[src/hw/rtl/rsat_pkg.sv]
`timescale 1ns / 1ps
// Shared types and codes of the ack tracker.
// No dependencies; used by rsat_table and reliable_send_ack_tracker_top.
package rsat_pkg;

    localparam int SEQ_W     = 32;
    localparam int TIME_W    = 32;
    localparam int RETRY_W   = 8;
    localparam int CMD_W     = 3;
    localparam int STATUS_W  = 2;
    localparam int PEND_W    = 6;
    localparam int CFG_W     = 32;
    localparam int CFG_IDX_W = 1;

    localparam int MAX_RESULTS = 32;
    localparam int K_W         = $clog2(MAX_RESULTS + 1);
    localparam int ACK_LIMIT   = 32;

    localparam logic [CMD_W-1:0] CMD_TRACK    = 3'd0;
    localparam logic [CMD_W-1:0] CMD_ACK      = 3'd1;
    localparam logic [CMD_W-1:0] CMD_LIST_DUE = 3'd2;
    localparam logic [CMD_W-1:0] CMD_LIST_EXP = 3'd3;
    localparam logic [CMD_W-1:0] CMD_MARK     = 3'd4;
    localparam logic [CMD_W-1:0] CMD_QUERY    = 3'd5;

    localparam logic [STATUS_W-1:0] ST_OK      = 2'd0;
    localparam logic [STATUS_W-1:0] ST_DUP     = 2'd1;
    localparam logic [STATUS_W-1:0] ST_MISSING = 2'd2;
    localparam logic [STATUS_W-1:0] ST_FULL    = 2'd3;

    localparam logic [CFG_IDX_W-1:0] CFG_TIMEOUT = 1'd0;
    localparam logic [CFG_IDX_W-1:0] CFG_MAX_RTX = 1'd1;

    localparam logic [CFG_W-1:0]   TIMEOUT_RST = 32'd200;
    localparam logic [RETRY_W-1:0] MAX_RTX_RST = 8'd5;
    localparam logic [RETRY_W-1:0] RETRY_SAT   = 8'hFF;

    typedef struct packed {
        logic [SEQ_W-1:0]   seq;
        logic [TIME_W-1:0]  sent;
        logic [RETRY_W-1:0] retries;
    } entry_t;

    typedef struct packed {
        logic [STATUS_W-1:0] status;
        logic [SEQ_W-1:0]    seq;
        logic [RETRY_W-1:0]  count;
        logic [PEND_W-1:0]   pending;
        logic [TIME_W-1:0]   sent;
        logic                present;
        logic                last;
    } result_t;

endpackage

[src/hw/rtl/reliable_send_ack_tracker_top.sv]
`timescale 1ns / 1ps
// Ack tracker top: sequencer walking the entry table one entry at a time, S_READ then S_EVAL.
// A scan covers the N entries held at accept and stops early on a found entry or a full
// result list; an unused code skips the scan, and an output stall holds the final result.
// Throughput: one request at a time, next accepted in the cycle after the final result;
// list hits also wait on the output.
// Reset clears occupancy and control; registers return to 200 and 5. Uses rsat_pkg, rsat_table.
module reliable_send_ack_tracker_top #(
    parameter int TABLE_DEPTH = 32,
    parameter int ACK_WINDOW  = 32
) (
    input  logic                               clk,
    input  logic                               rst_n,
    input  logic                               in_valid,
    output logic                               in_stall,
    input  logic [rsat_pkg::CMD_W-1:0]         cmd,
    input  logic [rsat_pkg::SEQ_W-1:0]         seq_num,
    input  logic [rsat_pkg::SEQ_W-1:0]         ack_mask,
    input  logic [rsat_pkg::TIME_W-1:0]        now_ticks,
    output logic                               out_valid,
    input  logic                               out_stall,
    output logic [rsat_pkg::STATUS_W-1:0]      status,
    output logic [rsat_pkg::SEQ_W-1:0]         seq_out,
    output logic [rsat_pkg::RETRY_W-1:0]       count_out,
    output logic [rsat_pkg::PEND_W-1:0]        pending_count,
    output logic [rsat_pkg::TIME_W-1:0]        sent_time,
    output logic                               present,
    output logic                               last,
    input  logic                               cfg_we,
    input  logic [rsat_pkg::CFG_IDX_W-1:0]     cfg_index,
    input  logic [rsat_pkg::CFG_W-1:0]         cfg_data
);

    localparam int AW = $clog2(TABLE_DEPTH);
    localparam int CW = $clog2(TABLE_DEPTH + 1);

    typedef enum logic [1:0] {
        S_IDLE,
        S_READ,
        S_EVAL,
        S_FINISH
    } state_t;

    state_t                              state_reg;
    logic [rsat_pkg::CMD_W-1:0]          cmd_reg;
    logic [rsat_pkg::SEQ_W-1:0]          seq_reg;
    logic [rsat_pkg::SEQ_W-1:0]          mask_reg;
    logic [rsat_pkg::TIME_W-1:0]         now_reg;
    logic [CW-1:0]                       occ_reg;
    logic [CW-1:0]                       n_reg;
    logic [CW-1:0]                       i_reg;
    logic [CW-1:0]                       w_reg;
    logic [AW-1:0]                       idx_reg;
    logic                                found_reg;
    logic [rsat_pkg::K_W-1:0]            k_reg;
    rsat_pkg::entry_t                    held_reg;
    logic                                held_valid_reg;
    logic [rsat_pkg::CFG_W-1:0]          timeout_reg;
    logic [rsat_pkg::RETRY_W-1:0]        max_rtx_reg;
    rsat_pkg::result_t                   out_reg;
    logic                                out_valid_reg;

    rsat_pkg::entry_t                    ent;
    logic                                mem_we;
    logic [AW-1:0]                       mem_waddr;
    rsat_pkg::entry_t                    mem_wdata;
    logic                                mem_re;

    logic                                out_free;
    logic                                out_load;
    logic                                seq_hit;
    logic [rsat_pkg::SEQ_W-1:0]          behind;
    logic [rsat_pkg::SEQ_W-1:0]          back;
    logic [rsat_pkg::SEQ_W-1:0]          behind_m1;
    logic                                acked;
    logic [rsat_pkg::TIME_W-1:0]         elapsed;
    logic                                timed;
    logic                                below;
    logic                                list_hit;
    logic [rsat_pkg::RETRY_W-1:0]        new_retries;
    logic                                cmd_known;
    logic                                is_list;
    rsat_pkg::result_t                   held_res;
    rsat_pkg::result_t                   final_res;
    logic [CW-1:0]                       occ_final;

    rsat_table #(
        .DEPTH(TABLE_DEPTH)
    ) u_table (
        .clk  (clk),
        .we   (mem_we),
        .waddr(mem_waddr),
        .wdata(mem_wdata),
        .re   (mem_re),
        .raddr(i_reg[AW-1:0]),
        .rdata(ent)
    );

    assign in_stall      = (state_reg != S_IDLE);
    assign out_valid     = out_valid_reg;
    assign status        = out_reg.status;
    assign seq_out       = out_reg.seq;
    assign count_out     = out_reg.count;
    assign pending_count = out_reg.pending;
    assign sent_time     = out_reg.sent;
    assign present       = out_reg.present;
    assign last          = out_reg.last;

    assign out_free = !out_valid_reg || !out_stall;
    assign out_load = out_free && ((state_reg == S_FINISH)
                      || ((state_reg == S_EVAL) && is_list && list_hit && held_valid_reg));

    // entry compare unit
    assign seq_hit   = (ent.seq == seq_reg);
    assign behind    = seq_reg - ent.seq;
    assign back      = ent.seq - seq_reg;
    assign behind_m1 = behind - 32'd1;
    assign acked     = seq_hit
                       || (back[31] && (behind <= 32'(ACK_WINDOW))
                           && (behind <= 32'(rsat_pkg::ACK_LIMIT))
                           && mask_reg[behind_m1[4:0]]);
    assign elapsed  = now_reg - ent.sent;
    assign timed    = (elapsed >= timeout_reg);
    assign below    = (ent.retries < max_rtx_reg);
    assign list_hit = timed && ((cmd_reg == rsat_pkg::CMD_LIST_DUE) ? below : !below);
    assign new_retries = (ent.retries == rsat_pkg::RETRY_SAT) ? rsat_pkg::RETRY_SAT
                                                               : ent.retries + 8'd1;
    assign cmd_known = (cmd == rsat_pkg::CMD_TRACK) || (cmd == rsat_pkg::CMD_ACK)
                       || (cmd == rsat_pkg::CMD_LIST_DUE) || (cmd == rsat_pkg::CMD_LIST_EXP)
                       || (cmd == rsat_pkg::CMD_MARK) || (cmd == rsat_pkg::CMD_QUERY);
    assign is_list = (cmd_reg == rsat_pkg::CMD_LIST_DUE) || (cmd_reg == rsat_pkg::CMD_LIST_EXP);

    always_comb
    begin
        held_res         = '0;
        held_res.status  = rsat_pkg::ST_OK;
        held_res.seq     = held_reg.seq;
        held_res.count   = held_reg.retries;
        held_res.pending = rsat_pkg::PEND_W'(occ_reg);
        held_res.sent    = held_reg.sent;
        held_res.present = 1'b1;
        held_res.last    = 1'b0;
    end

    always_comb
    begin
        mem_we    = 1'b0;
        mem_waddr = '0;
        mem_wdata = ent;
        mem_re    = (state_reg == S_READ) && (i_reg != n_reg);
        occ_final = occ_reg;
        final_res        = '0;
        final_res.status = rsat_pkg::ST_OK;
        final_res.last   = 1'b1;
        case (state_reg)
            S_EVAL:
            begin
                if ((cmd_reg == rsat_pkg::CMD_ACK) && !acked)
                begin
                    mem_we    = 1'b1;
                    mem_waddr = w_reg[AW-1:0];
                end
            end
            S_FINISH:
            begin
                case (cmd_reg)
                    rsat_pkg::CMD_TRACK:
                    begin
                        if (found_reg)
                        begin
                            final_res.status = rsat_pkg::ST_DUP;
                        end
                        else if (n_reg >= CW'(TABLE_DEPTH))
                        begin
                            final_res.status = rsat_pkg::ST_FULL;
                        end
                        else
                        begin
                            mem_we            = out_free;
                            mem_waddr         = n_reg[AW-1:0];
                            mem_wdata.seq     = seq_reg;
                            mem_wdata.sent    = now_reg;
                            mem_wdata.retries = '0;
                            occ_final         = n_reg + CW'(1);
                        end
                    end
                    rsat_pkg::CMD_ACK:
                    begin
                        occ_final       = w_reg;
                        final_res.count = rsat_pkg::RETRY_W'(n_reg - w_reg);
                    end
                    rsat_pkg::CMD_LIST_DUE, rsat_pkg::CMD_LIST_EXP:
                    begin
                        if (held_valid_reg)
                        begin
                            final_res      = held_res;
                            final_res.last = 1'b1;
                        end
                    end
                    rsat_pkg::CMD_MARK:
                    begin
                        if (found_reg)
                        begin
                            mem_we            = out_free;
                            mem_waddr         = idx_reg;
                            mem_wdata.sent    = now_reg;
                            mem_wdata.retries = new_retries;
                            final_res.seq     = seq_reg;
                            final_res.count   = new_retries;
                            final_res.sent    = now_reg;
                            final_res.present = 1'b1;
                        end
                        else
                        begin
                            final_res.status = rsat_pkg::ST_MISSING;
                        end
                    end
                    rsat_pkg::CMD_QUERY:
                    begin
                        if (found_reg)
                        begin
                            final_res.seq     = seq_reg;
                            final_res.count   = ent.retries;
                            final_res.sent    = ent.sent;
                            final_res.present = 1'b1;
                        end
                        else
                        begin
                            final_res.status = rsat_pkg::ST_MISSING;
                        end
                    end
                    default:
                    begin
                        final_res.status = rsat_pkg::ST_OK;
                    end
                endcase
                final_res.pending = rsat_pkg::PEND_W'(occ_final);
            end
            default:
            begin
                mem_we = 1'b0;
            end
        endcase
    end

    always_ff @(posedge clk or negedge rst_n)
    begin
        if (!rst_n)
        begin
            state_reg      <= S_IDLE;
            cmd_reg        <= '0;
            seq_reg        <= '0;
            mask_reg       <= '0;
            now_reg        <= '0;
            occ_reg        <= '0;
            n_reg          <= '0;
            i_reg          <= '0;
            w_reg          <= '0;
            idx_reg        <= '0;
            found_reg      <= 1'b0;
            k_reg          <= '0;
            held_reg       <= '0;
            held_valid_reg <= 1'b0;
            timeout_reg    <= rsat_pkg::TIMEOUT_RST;
            max_rtx_reg    <= rsat_pkg::MAX_RTX_RST;
            out_reg        <= '0;
            out_valid_reg  <= 1'b0;
        end
        else
        begin
            if (cfg_we)
            begin
                case (cfg_index)
                    rsat_pkg::CFG_TIMEOUT: timeout_reg <= cfg_data;
                    rsat_pkg::CFG_MAX_RTX: max_rtx_reg <= cfg_data[rsat_pkg::RETRY_W-1:0];
                    default:               timeout_reg <= timeout_reg;
                endcase
            end

            if (out_load)
            begin
                out_valid_reg <= 1'b1;
            end
            else if (!out_stall)
            begin
                out_valid_reg <= 1'b0;
            end

            case (state_reg)
                S_IDLE:
                begin
                    if (in_valid)
                    begin
                        cmd_reg        <= cmd;
                        seq_reg        <= seq_num;
                        mask_reg       <= ack_mask;
                        now_reg        <= now_ticks;
                        n_reg          <= occ_reg;
                        i_reg          <= '0;
                        w_reg          <= '0;
                        k_reg          <= '0;
                        found_reg      <= 1'b0;
                        held_valid_reg <= 1'b0;
                        state_reg      <= cmd_known ? S_READ : S_FINISH;
                    end
                end
                S_READ:
                begin
                    state_reg <= (i_reg == n_reg) ? S_FINISH : S_EVAL;
                end
                S_EVAL:
                begin
                    if (cmd_reg == rsat_pkg::CMD_ACK)
                    begin
                        if (!acked)
                        begin
                            w_reg <= w_reg + CW'(1);
                        end
                        i_reg     <= i_reg + CW'(1);
                        state_reg <= S_READ;
                    end
                    else if (is_list)
                    begin
                        if (!list_hit)
                        begin
                            i_reg     <= i_reg + CW'(1);
                            state_reg <= S_READ;
                        end
                        else if (!held_valid_reg)
                        begin
                            held_reg       <= ent;
                            held_valid_reg <= 1'b1;
                            k_reg          <= rsat_pkg::K_W'(1);
                            i_reg          <= i_reg + CW'(1);
                            state_reg      <= (rsat_pkg::MAX_RESULTS == 1) ? S_FINISH : S_READ;
                        end
                        else if (out_free)
                        begin
                            out_reg       <= held_res;
                            held_reg      <= ent;
                            k_reg         <= k_reg + rsat_pkg::K_W'(1);
                            i_reg         <= i_reg + CW'(1);
                            state_reg     <= (k_reg + rsat_pkg::K_W'(1)
                                              == rsat_pkg::K_W'(rsat_pkg::MAX_RESULTS))
                                             ? S_FINISH : S_READ;
                        end
                    end
                    else
                    begin
                        if (seq_hit)
                        begin
                            found_reg <= 1'b1;
                            idx_reg   <= i_reg[AW-1:0];
                            state_reg <= S_FINISH;
                        end
                        else
                        begin
                            i_reg     <= i_reg + CW'(1);
                            state_reg <= S_READ;
                        end
                    end
                end
                S_FINISH:
                begin
                    if (out_free)
                    begin
                        out_reg       <= final_res;
                        occ_reg       <= occ_final;
                        state_reg     <= S_IDLE;
                    end
                end
                default:
                begin
                    state_reg <= S_IDLE;
                end
            endcase
        end
    end

endmodule

[src/hw/rtl/rsat_table.sv]
`timescale 1ns / 1ps
// Entry table memory: one write port, one registered read port.
// Depends on rsat_pkg for entry_t.
module rsat_table #(
    parameter int DEPTH = 32
) (
    input  logic                    clk,
    input  logic                    we,
    input  logic [$clog2(DEPTH)-1:0] waddr,
    input  rsat_pkg::entry_t        wdata,
    input  logic                    re,
    input  logic [$clog2(DEPTH)-1:0] raddr,
    output rsat_pkg::entry_t        rdata
);

    rsat_pkg::entry_t mem [DEPTH];

    always_ff @(posedge clk)
    begin
        if (we)
        begin
            mem[waddr] <= wdata;
        end
    end

    always_ff @(posedge clk)
    begin
        if (re)
        begin
            rdata <= mem[raddr];
        end
    end

endmodule

[config.mk]
export PLATFORM = sky130hd
export DESIGN_NAME = reliable_send_ack_tracker_top
export DESIGN_NICKNAME = d
export VERILOG_FILES = /design/src/hw/rtl/rsat_pkg.sv /design/src/hw/rtl/reliable_send_ack_tracker_top.sv /design/src/hw/rtl/rsat_table.sv
export SDC_FILE = /design/constraint.sdc
export NUM_CORES = 2
export LEC_CHECK = 0
export ABC_CLOCK_PERIOD_IN_PS = 9300
export BUFFER_PORTS_ARGS = -buffer_cell sky130_fd_sc_hd__buf_2
export CAP_MARGIN = 20
export CORE_MARGIN = 2
export CORE_UTILIZATION = 30
export CTS_BUF_LIST = sky130_fd_sc_hd__clkbuf_4 sky130_fd_sc_hd__clkbuf_8
export CTS_CLUSTER_DIAMETER = 50
export DETAILED_ROUTE_END_ITERATION = 8
export SYNTH_ARGS = -nofsm -noshare
export SYNTH_HDL_FRONTEND = slang
export SYNTH_HIERARCHICAL = 1
export SYNTH_SLANG_ARGS = --single-unit
[constraint.sdc]
create_clock -name clk -period 9.3 [get_ports clk]
set_clock_uncertainty 0.15 [all_clocks]
set_input_delay 1.395 -clock clk [delete_from_list [all_inputs] [get_ports clk]]
set_output_delay 1.395 -clock clk [all_outputs]
set_load 0.005 [all_outputs]
==> results.json <==
{
  "avgSynthCellArea_sq_um": 16.9,
  "crit_type": "flop to flop",
  "gp_congestion": 0.859,
  "wl_um": 333000,
  "drt-vias-per-instance": 5.29,
  "ctsResizeCount": 0,
  "relSlewSlack_pct": 18.7,
  "critPathSlowestCell": "nor2_4",
  "die_y_um": 612,
  "setup_viol_count_final": 0,
  "hpwl_um": 200000,
  "die-area_sq_um": 374000,
  "synth_flop_cell": "edfxtp_1",
  "finalHoldViolations": 0,
  "endpoint_kind": "flop",
  "clock_latency_ps": 1140,
  "layout.area.seq_sq_um": 79700,
  "die_w_um": 612,
  "reg2regPathDepth": 18,
  "synth_cell_type_count": 88,
  "drt_pass1_iterations": 8,
  "setup_tns_ps": 0,
  "dpl_cell_area_sq_um": 119000,
  "drv_cap": 0,
  "ys_seq_elements": 2709,
  "grt_usage_pct": 17.3,
  "fmax_mhz": 128,
  "wire_per_inst_um": 27.2,
  "clkTransAtPathRegs_ps": 60,
  "rsz0062_at_grt": "false",
  "ctsHoldBuffers": 0,
  "drt_iter0_markers": 7786,
  "hold_class": "primary input to asynchronous set/reset pin",
  "htree_num_levels": 5,
  "start_util_pct": 30.1,
  "leakagePower_nw": 41.9,
  "ir_drop_mv": 0.182,
  "syn_nets": 6861,
  "rows": 223,
  "grt_max_degree": 155,
  "fin_nets": 7351,
  "critical_path_buf_inv_count": 3,
  "port_buffers": 220,
  "largest_register_ffs": 2304,
  "antenna_found_initial": 25,
  "ys_warn_count": 6,
  "tightest_slew_ps": 1210,
  "synth_cells": 6574,
  "overflow": 0,
  "drive_gt1_share_pct": 22.4,
  "multi_input_area_sq_um": 29300,
  "outcome": "complete, no violations",
  "fin_util_pct": 34.6,
  "critical-path-max-stage-delay_ps": 960,
  "timing.final.crit_share_pct": 84.3,
  "cts.sinks": 2709,
  "fin_area_sq_um": 127000,
  "numCtsBuffers": 445,
  "yosys.area.top_type_share_pct": 64.4,
  "postCtsSetupBuffers": 0,
  "cts-root-buf": "clkbuf_8",
  "cp.depth": 18,
  "syn_to_final_growth_pct": 14.9,
  "synth-edff-count": 2376,
  "fill_cells": 34800,
  "clockBufferDepth": 4,
  "p_per_area_nw_per_um2": 301,
  "synth_area_leader_cell": "edfxtp_1",
  "drc": 0,
  "core_area_sq_um": 368000,
  "via_count": 64700,
  "antenna_left": 0,
  "async_flop_share_pct": 12.3,
  "netlist_top_cells_area": "edfxtp_1 64%, dfrtp_1 7.4%, mux4_2 6.2%",
  "cts_tree": "built",
  "seq_area_frac_synth_pct": 71.9,
  "startpoint_type": "flop",
  "maxSlewViolCount": 0,
  "crit_chain": "inv_1 -> ha_1 -> inv_1 -> fa_1 -> xnor2_1 -> nand3b_1 -> mux2i_1 -> a21o_1 -> a2111oi_0 -> nor4_1 -> nand4_1 -> nor4b_2 -> nand4b_1 -> and2_1 -> o2bb2ai_1 -> nand3b_1 -> nor2_4 -> buf_4",
  "grt_pass1_vias": 63700,
  "netlist_area_sq_um": 111000,
  "path_max_fanout": 17,
  "crit_required_ps": 9860,
  "grt_pass1_wl_um": 469000,
  "final_cell_mix": "2376 x edfxtp_1, 567 x mux2i_1, 486 x nand2_1",
  "cp_data_arrival_time_ps": 8400,
  "layout_commonest_cell": "edfxtp_1",
  "power_w": 0.0384,
  "period_needed_ps": 7840,
  "io_pins": 221,
  "crit_family": "simple AND/OR/NAND/NOR gates"
}
[metrics by stage]
step	worst slack, ps	hold WS [ps]	std cells
2_1_floorplan	1490	290	6574
3_3_place_gp	1640	308	11400
3_5_place_dp	1510	308	11400
4_1_cts	1410	35.9	12200
5_1_grt	1120	96.9	12200
6_report	1460	108	12200
[layer usage]
layer	share of wire [%]	global-route usage (%)	vias up
met5	0	0	-
met2	47	27.9	3145
met1	41	23.6	34000
met4	2.7	5.29	0
met3	8.9	3.11	475
li1	-	-	27000
[area by class of cell]
| class | count | share of cell area, % |
|---|---|---|
| Timing Repair Buffer | 402 | 2.38 |
| Multi-Input combinational cell | 3341 | 23.0 |
| Inverter | 165 | 0.487 |
| Tap cell | 4837 | 4.75 |
| Antenna cell | 10 | 0.0197 |
| Sequential cell | 2709 | 62.6 |
| Clock buffer | 614 | 5.90 |
| Clock inverter | 160 | 0.842 |
[cells by family after synthesis]
family / count (synthesis) / synth area share, %
AOI/OAI and AO/OA: 1113 / 6.79
xor gates and xnor gates: 66 / 0.522
adders and majority gates: 150 / 1.71
buffers and inverters: 524 / 2.15
DFF: 2709 / 71.9
muxes: 1021 / 12.8
and+or+nand+nor: 991 / 4.10
[synthesized netlist by cell type (6+ instances only)]
cell	n
edfxtp_1	2376
mux2i_1	567
nand2_1	490
a22oi_1	443
dfrtp_1	328
mux4_2	304
o21ai_0	263
clkbuf_1	204
nand3_1	172
inv_1	165
mux2_2	150
ha_1	147
a21oi_1	119
nor2_1	106
buf_2	85
a31oi_1	53
a22o_1	51
nand4_1	49
xnor2_1	47
a21o_1	42
nor2b_1	36
buf_6	29
buf_4	24
nor3_1	23
and2_1	19
and3_1	19
xor2_1	19
a211oi_1	17
buf_1	16
o211ai_1	14
o21a_1	14
nand2b_1	11
or3_1	11
a2111oi_0	9
nand3b_1	9
o22ai_1	9
or4_1	9
a211o_1	8
a221oi_1	8
or2_2	6
[worst register-to-register path, cell delays in order (launching register included)]
cell,delay [ps]
dfrtp_1,390
inv_1,110
ha_1,190
inv_1,60
fa_1,410
xnor2_1,610
nand3b_1,170
mux2i_1,400
a21o_1,180
a2111oi_0,100
nor4_1,800
nand4_1,230
nor4b_2,330
nand4b_1,410
and2_1,510
o2bb2ai_1,250
nand3b_1,730
nor2_4,970
buf_4,430
[path summary, 6_finish.rpt]
kind                       slack (ps)             endpoint        start
min                               110       max_rtx_reg[4]        rst_n
max                              1460  u_table/mem[10][64]   seq_reg[0]
max reg2reg                      1460  u_table/mem[10][64]   seq_reg[0]
min in group clk                  320          seq_out[17]  seq_out[17]
min reg2reg                       320          seq_out[17]  seq_out[17]
max in group asynchronous        6970          now_reg[18]        rst_n
[report_power, final]
group	internal [W]	switching, W	leakage [nW]	total, W
sequential	0.0161	0.000949	25.7	0.0171
combinational	0.00363	0.00751	11.7	0.0111
clock	0.00555	0.00464	4.55	0.0102
Power figures use the tool's default switching activity.
